$ cat src/sv/rdq_pkg.sv
// ---------------------------------------------------------------------------
// rdq_pkg: shared types and constants of the reversible deque
// Operation codes, controller states, field widths, parameter defaults and
// the command group that the controller sends to the datapath.
// ---------------------------------------------------------------------------
package rdq_pkg;

  localparam int unsigned DepthDefault     = 1024;
  localparam int unsigned DataWidthDefault = 32;

  localparam int unsigned OpWidth   = 2;
  localparam int unsigned ValueWidth = 32;
  localparam int unsigned PosWidth  = 10;
  localparam int unsigned DataOutWidth = 32;
  localparam int unsigned OccWidth  = 11;

  typedef enum logic [OpWidth-1:0] {
    OP_PUSH    = 2'd0,
    OP_POP     = 2'd1,
    OP_REVERSE = 2'd2,
    OP_READ    = 2'd3
  } op_e;

  typedef enum logic [1:0] {
    ST_IDLE,
    ST_EXEC,
    ST_FIN
  } state_e;

  typedef struct packed {
    logic capture;   // latch the accepted input beat
    logic execute;   // access the store and update the pointers
    logic load_out;  // move the result into the output register
  } cmd_t;

endpackage

$ cat src/sv/rdq_ctrl.sv
// ---------------------------------------------------------------------------
// rdq_ctrl: sequencing controller of the reversible deque
// Walks each item through capture, store access and result hand-off, and
// owns the valid flag of the output register.
// ---------------------------------------------------------------------------
module rdq_ctrl (
  input  logic          clk_i,
  input  logic          rst_ni,
  input  logic          in_valid_i,
  output logic          in_ready_o,
  output logic          out_valid_o,
  input  logic          out_ready_i,
  output rdq_pkg::cmd_t cmd_o
);
  import rdq_pkg::*;

  state_e state_q, state_d;
  logic   out_valid_q, out_valid_d;

  always_comb begin
    state_d = state_q;
    case (state_q)
      ST_IDLE: begin
        if (in_valid_i) state_d = ST_EXEC;
      end
      ST_EXEC: state_d = ST_FIN;
      ST_FIN: begin
        if (!out_valid_q || out_ready_i) state_d = ST_IDLE;
      end
      default: state_d = ST_IDLE;
    endcase
  end

  always_comb begin
    cmd_o      = '0;
    in_ready_o = 1'b0;
    case (state_q)
      ST_IDLE: begin
        in_ready_o    = 1'b1;
        cmd_o.capture = in_valid_i;
      end
      ST_EXEC: cmd_o.execute = 1'b1;
      ST_FIN:  cmd_o.load_out = !out_valid_q || out_ready_i;
      default: cmd_o = '0;
    endcase
  end

  always_comb begin
    out_valid_d = out_valid_q;
    if (cmd_o.load_out) out_valid_d = 1'b1;
    else if (out_ready_i) out_valid_d = 1'b0;
  end

  always_ff @(posedge clk_i or negedge rst_ni) begin
    if (!rst_ni) begin
      state_q     <= ST_IDLE;
      out_valid_q <= 1'b0;
    end else begin
      state_q     <= state_d;
      out_valid_q <= out_valid_d;
    end
  end

  assign out_valid_o = out_valid_q;

endmodule

$ cat config.mk
export PLATFORM = sky130hd
export DESIGN_NAME = rdq_ctrl
export DESIGN_NICKNAME = d
export VERILOG_FILES = /design/src/sv/rdq_pkg.sv /design/src/sv/rdq_ctrl.sv
export SDC_FILE = /design/constraint.sdc
export NUM_CORES = 1
export LEC_CHECK = 0
export BUFFER_PORTS_ARGS = -buffer_cell sky130_fd_sc_hd__buf_2
export CAP_MARGIN = 30
export CORE_AREA = 2 2 39 41
export DETAILED_ROUTE_END_ITERATION = 16
export DIE_AREA = 0 0 41 43
export PLACE_DENSITY = 0.3
export SYNTH_ARGS = -nofsm -noshare
export SYNTH_HDL_FRONTEND = slang
export SYNTH_SLANG_ARGS = --single-unit
$ cat constraint.sdc
create_clock -name clk_i -period 0.8 [get_ports clk_i]
set_input_delay 0.04 -clock clk_i [delete_from_list [all_inputs] [get_ports clk_i]]
set_output_delay 0.04 -clock clk_i [all_outputs]
set_load 0.02 [all_outputs]
==> results.json, run 1 <==
{
  "ys_ff_latch": 3,
  "pre_cts_ws_ps": -82.75,
  "hpwl_microns": 232.6,
  "cts_tree": "done",
  "finalHoldViolCount": 0,
  "utilization_pct": 21.79,
  "finalPower_mw": 1.041,
  "cts_buffers": 3,
  "p_leak_nw": 0.1432,
  "gp_congestion": 0.6126,
  "violations": "setup timing",
  "wl_per_cell_microns": 7.818,
  "cts_buffer_depth": 2,
  "startpoint_type": "flip-flop",
  "cp-end-kind": "primary output",
  "diodes": 0,
  "r2r_cells": 3,
  "relSlewSlack_pct": 89.65,
  "hold_path_class": "primary input to flip-flop",
  "min_period_ps": 1096,
  "grt_max_degree": 4,
  "fill_cells": 155,
  "overflow": 0,
  "crit_required_ps": 760,
  "critical_path_class": "flip-flop to primary output",
  "cp_slowest_cell": "dfrtp_2",
  "synthCells": 13,
  "antenna_found_initial": 0,
  "io_pins": 9,
  "path_clk_slew_ps": 30,
  "placed_area_sq_um": 222.7,
  "r2r-end": "state_q[1]$_DFFE_PN0P_",
  "crit_end": "cmd_o[2]",
  "slew_viol_final": 0,
  "vias_per_cell": 3.023,
  "finalInstanceArea_sq_um": 301.5,
  "holdWs_ps": 38.79,
  "tns_ps": -1188,
  "dp.cells": 37,
  "drtIter0Drc": 1,
  "critPathMaxFanout": 3,
  "dr.pass1.iters": 2,
  "setup_slack_ps": -296.4,
  "cp_cell_sequence": "nor2_4 -> and2_4 -> buf_6",
  "htreeDepth": 1,
  "tightest_slew_ps": 155.2,
  "rows": 14,
  "fmax_mhz": 912.0,
  "hp-start": "in_valid_i",
  "drive_gt1_share_pct": 71.43,
  "grt_pass1_vias": 145,
  "fin_crit_sh_pct": 137.1,
  "peakVddDrop_uv": 1124,
  "core-area_sq_mm": 0.001384,
  "regToRegSetupSlack_ps": -100,
  "area_growth_pct": 115.2,
  "status": "finished with violations",
  "stdcell_count": 44,
  "drt-total-wl_microns": 344,
  "die_h_microns": 43,
  "synth_nets": 17,
  "multiInputGateArea_sq_um": 77.57,
  "floorplan.initialDensity_pct": 10.13,
  "clock-sinks": 3,
  "grt.total_usage_pct": 5.533,
  "drcViolationCount": 0,
  "synth_cell_types": 9,
  "layout_common_cells": "4 x buf_4, 4 x buf_6, 3 x clkbuf_4, 3 x buf_2, 2 x dfrtp_2",
  "clock_skew_ps": 1.395,
  "grt_pass1_wl_microns": 545,
  "yosysSeqAreaShare_pct": 53.57,
  "nNetsFinal": 33,
  "ant_nets": 0,
  "critPathMaxStageDelay_ps": 450,
  "num_vias": 133,
  "ff_latch_area_sq_um": 77.57,
  "cap_violations": 0,
  "syn_area_sq_um": 140.1,
  "power_density_mw_per_mm2": 3453,
  "r2r-start": "state_q[0]$_DFFE_PN0P_",
  "avgSynthCellArea_sq_um": 10.78,
  "critPathArrivalTime_ps": 1060,
  "dieArea_sq_mm": 0.001763,
  "yosys_warnings": 0,
  "rsz0062_at_grt": "yes",
  "clockRootBuffer": "clkbuf_4",
  "die_x_microns": 41,
  "setup_viol": 7,
  "clock_latency_ps": 230,
  "numPortBuffers": 8,
  "worstSetupStartpoint": "state_q[1]$_DFFE_PN0P_"
}
==> critical path: cells and delay by family, from the launching register on <==
kind / cells / cell delay (ps)
buf+inv: 1 / 110
flops: 1 / 450
simple gates: 2 / 270
==> cells in the mapped netlist <==
master    instances  share of area (%)
o21bai_1          1                5.4
nor2b_2           1                6.3
nand2_1           1                2.7
and2_1            2                8.9
dfrtp_1           3                 54
buf_4             1                5.4
nor2_2            1                4.5
nor2b_1           1                4.5
nand2b_1          2                8.9
==> flip-flops by register name (all words and copies together), names as in the netlist <==
name and count:
out_valid_o 1, state_q 2
==> layout make-up <==
cell class / count / share of cell area [%]
timing repair buffer: 12 / 33.20
tap: 16 / 6.639
multi-input combinational: 9 / 25.73
sequential: 3 / 25.73
clock buffer: 4 / 8.714
==> how the worst min path moves through the flow <==
| stage | endpoint | slack, ps | cells past startpoint |
|---|---|---|---|
| after global placement | state_q[0]$_DFFE_PN0P_ | -160 | 1 |
| after global routing | state_q[0]$_DFFE_PN0P_ | 50 | 2 |
| after floorplan | out_valid_o$_DFFE_PN0P_ | -260 | 0 |
| after detailed placement | state_q[0]$_DFFE_PN0P_ | -160 | 1 |
| after CTS | state_q[0]$_DFFE_PN0P_ | 30 | 2 |
| final | state_q[0]$_DFFE_PN0P_ | 40 | 2 |
==> report_power, final <==
group          switching, mW  internal [mW]  total (mW)
sequential            0.0663          0.208       0.274
clock                 0.0746          0.187       0.261
combinational          0.212          0.294       0.506
==> kinds of logic (layout without fill, tap and decap cells) <==
family,after synthesis,in the layout,synth area share [%]
AO/OA/AOI/OAI,1,1,5.359
flip-flops,3,3,53.57
buffers and inverters,1,16,5.359
AND/OR/NAND/NOR,8,8,35.72
==> what timing repair did <==
item	CTS	global route
setup buffers	1	1
resized for setup	9	0
pin swaps	0	2
endpoints found under the setup margin	6	7
hold buffers	1	0
endpoints found under the hold margin	3	0
==> routing by layer <==
metal	share of wire, %	wire length, microns	vias up	GRT usage, %
met5	0	0	-	0
met4	0	0	0	4.000
met3	16	54	0	7.853
met2	34	117	11	5.313
met1	50	172	52	5.502
li1	-	-	70	-
Note: power is estimated with default switching activity, not from simulation.
==> run 2, diff against run 1 <==
==> constraint.sdc (replaced) <==
create_clock -name clk_i -period 1 [get_ports clk_i]
set_input_delay 0.05 -clock clk_i [delete_from_list [all_inputs] [get_ports clk_i]]
set_output_delay 0.05 -clock clk_i [all_outputs]
set_load 0.02 [all_outputs]
==> run 2 against run 1 <==
  * The run still ends with setup timing left
  * Sequential share of layout area grew 0.68 points
  * Wire length grew 6.7%
  * Register-to-register slack gained 200 ps
  * Setup slack gained 220 ps
  * Clock power shrank 19%
  * Critical path depth is the same
  * Flip-flop and latch count is the same
  * Non-clock buffer count shrank 1
  * Clock-buffer cell count is the same
==> results.json, run 2 (same netlist as run 1, synthesis figures left out) <==
{
  "p_leak_nw": 0.1441,
  "violations": "setup timing",
  "grt_pass1_vias": 155,
  "critPathArrivalTime_ps": 1030,
  "layout_commonest_cell": "buf_2",
  "cts_buffer_depth": 2,
  "tns_ps": -216.5,
  "drive_gt1_share_pct": 70.37,
  "dr.pass1.iters": 1,
  "drcViolationCount": 0,
  "hpwl_microns": 246.5,
  "clockRootBuffer": "clkbuf_4",
  "grt.total_usage_pct": 6.131,
  "cp_cell_sequence": "nor2_4 -> and2_4 -> buf_6",
  "clock_latency_ps": 230,
  "clock-sinks": 3,
  "num_vias": 143,
  "die_h_microns": 43,
  "cap_violations": 0,
  "gp_congestion": 0.5416,
  "critPathMaxFanout": 3,
  "fmax_mhz": 929.5,
  "setup_slack_ps": -75.89,
  "cts_tree": "done",
  "slew_viol_final": 0,
  "fill_cells": 162,
  "finalHoldViolCount": 0,
  "crit_required_ps": 950,
  "vias_per_cell": 3.326,
  "startpoint_type": "flip-flop",
  "hold_path_class": "primary input to flip-flop",
  "holdWs_ps": 41.36,
  "critPathMaxStageDelay_ps": 440,
  "rows": 14,
  "rsz0062_at_grt": "yes",
  "nNetsFinal": 32,
  "finalPower_mw": 0.8034,
  "dp.cells": 36,
  "grt_max_degree": 4,
  "pre_cts_ws_ps": 106.8,
  "critical_path_class": "flip-flop to primary output",
  "placed_area_sq_um": 192.7,
  "htreeDepth": 1,
  "power_density_mw_per_mm2": 2780,
  "cp_slowest_cell": "dfrtp_2",
  "ant_nets": 0,
  "dieArea_sq_mm": 0.001763,
  "cpLargestDelayFamily": "flip-flops",
  "layout_common_cells": "4 x buf_2, 3 x clkbuf_4, 3 x buf_6, 3 x buf_4, 2 x dfrtp_1",
  "die_x_microns": 41,
  "cts_buffers": 3,
  "path_clk_slew_ps": 40,
  "setup_viol": 4,
  "finalInstanceArea_sq_um": 289.0,
  "top_register": "state_q",
  "utilization_pct": 20.89,
  "clock_skew_ps": 2.056,
  "diodes": 0,
  "cp-end-kind": "primary output",
  "min_period_ps": 1076,
  "core-area_sq_mm": 0.001384,
  "status": "finished with violations",
  "drtIter0Drc": 0,
  "grt_pass1_wl_microns": 634,
  "wl_per_cell_microns": 8.535,
  "io_pins": 9,
  "tightest_slew_ps": 143.0,
  "drt-total-wl_microns": 367,
  "area_growth_pct": 106.3,
  "overflow": 0,
  "antenna_found_initial": 0,
  "relSlewSlack_pct": 90.47,
  "floorplan.initialDensity_pct": 10.13,
  "stdcell_count": 43,
  "numPortBuffers": 8,
  "fin_crit_sh_pct": 107.6,
  "largest_reg_flops": 2,
  "worst-path-buf-inv": 1,
  "peakVddDrop_uv": 749.2
}
[run 2: cell count changes in the layout (fill, tap and decap cells not counted)]
cell,previous run,this run
nor2b_2,0,1
buf_2,3,4
nor2b_1,1,0
buf_4,4,3
dfrtp_2,2,1
dfrtp_1,1,2
buf_6,4,3
[run 2: layout make-up]
cell class | instances | area, sq um | share of cell area [%]
Timing Repair Buffer | 11 | 86.33 | 29.87
Tap cell | 16 | 20.02 | 6.926
Sequential cell | 3 | 76.32 | 26.41
Multi-Input combinational cell | 9 | 80.08 | 27.71
Clock buffer | 4 | 26.28 | 9.091
[run 2: path summary, 6_finish.rpt]
kind / start / end / slack, ps / cells past startpoint
min in group asynchronous: rst_ni / state_q[1]$_DFFE_PN0P_ / 140 / 2
worst min-delay path: in_valid_i / state_q[0]$_DFFE_PN0P_ / 40 / 2
worst max-delay path: state_q[1]$_DFFE_PN0P_ / cmd_o[2] / -80 / 3
worst max register to register: state_q[0]$_DFFE_PN0P_ / state_q[1]$_DFFE_PN0P_ / 100 / 3
max in group asynchronous: rst_ni / state_q[1]$_DFFE_PN0P_ / 730 / 2
worst min register to register: out_valid_o$_DFFE_PN0P_ / out_valid_o$_DFFE_PN0P_ / 530 / 2
[run 2: what timing repair did]
action                     4_1_cts  5_1_grt
hold buffers                     1        0
pin swaps                        2        0
hold endpoints to repair         3        0
buffers inserted                 1        1
gates resized for setup          7        6
setup endpoints to repair        4        4
[run 2: layer usage]
metal,routed length (microns),part of all wire [%],vias up,global-route usage (%)
li1,-,-,66,-
met1,146,40,61,5.484
met2,148,40,12,7.187
met3,58,16,4,6.283
met4,12,3.3,0,6.000
met5,0,0,-,0
[run 2: report_power, final]
group	switching [mW]	internal, mW
clock network	0.0623	0.150
registers	0.0441	0.163
logic	0.175	0.209
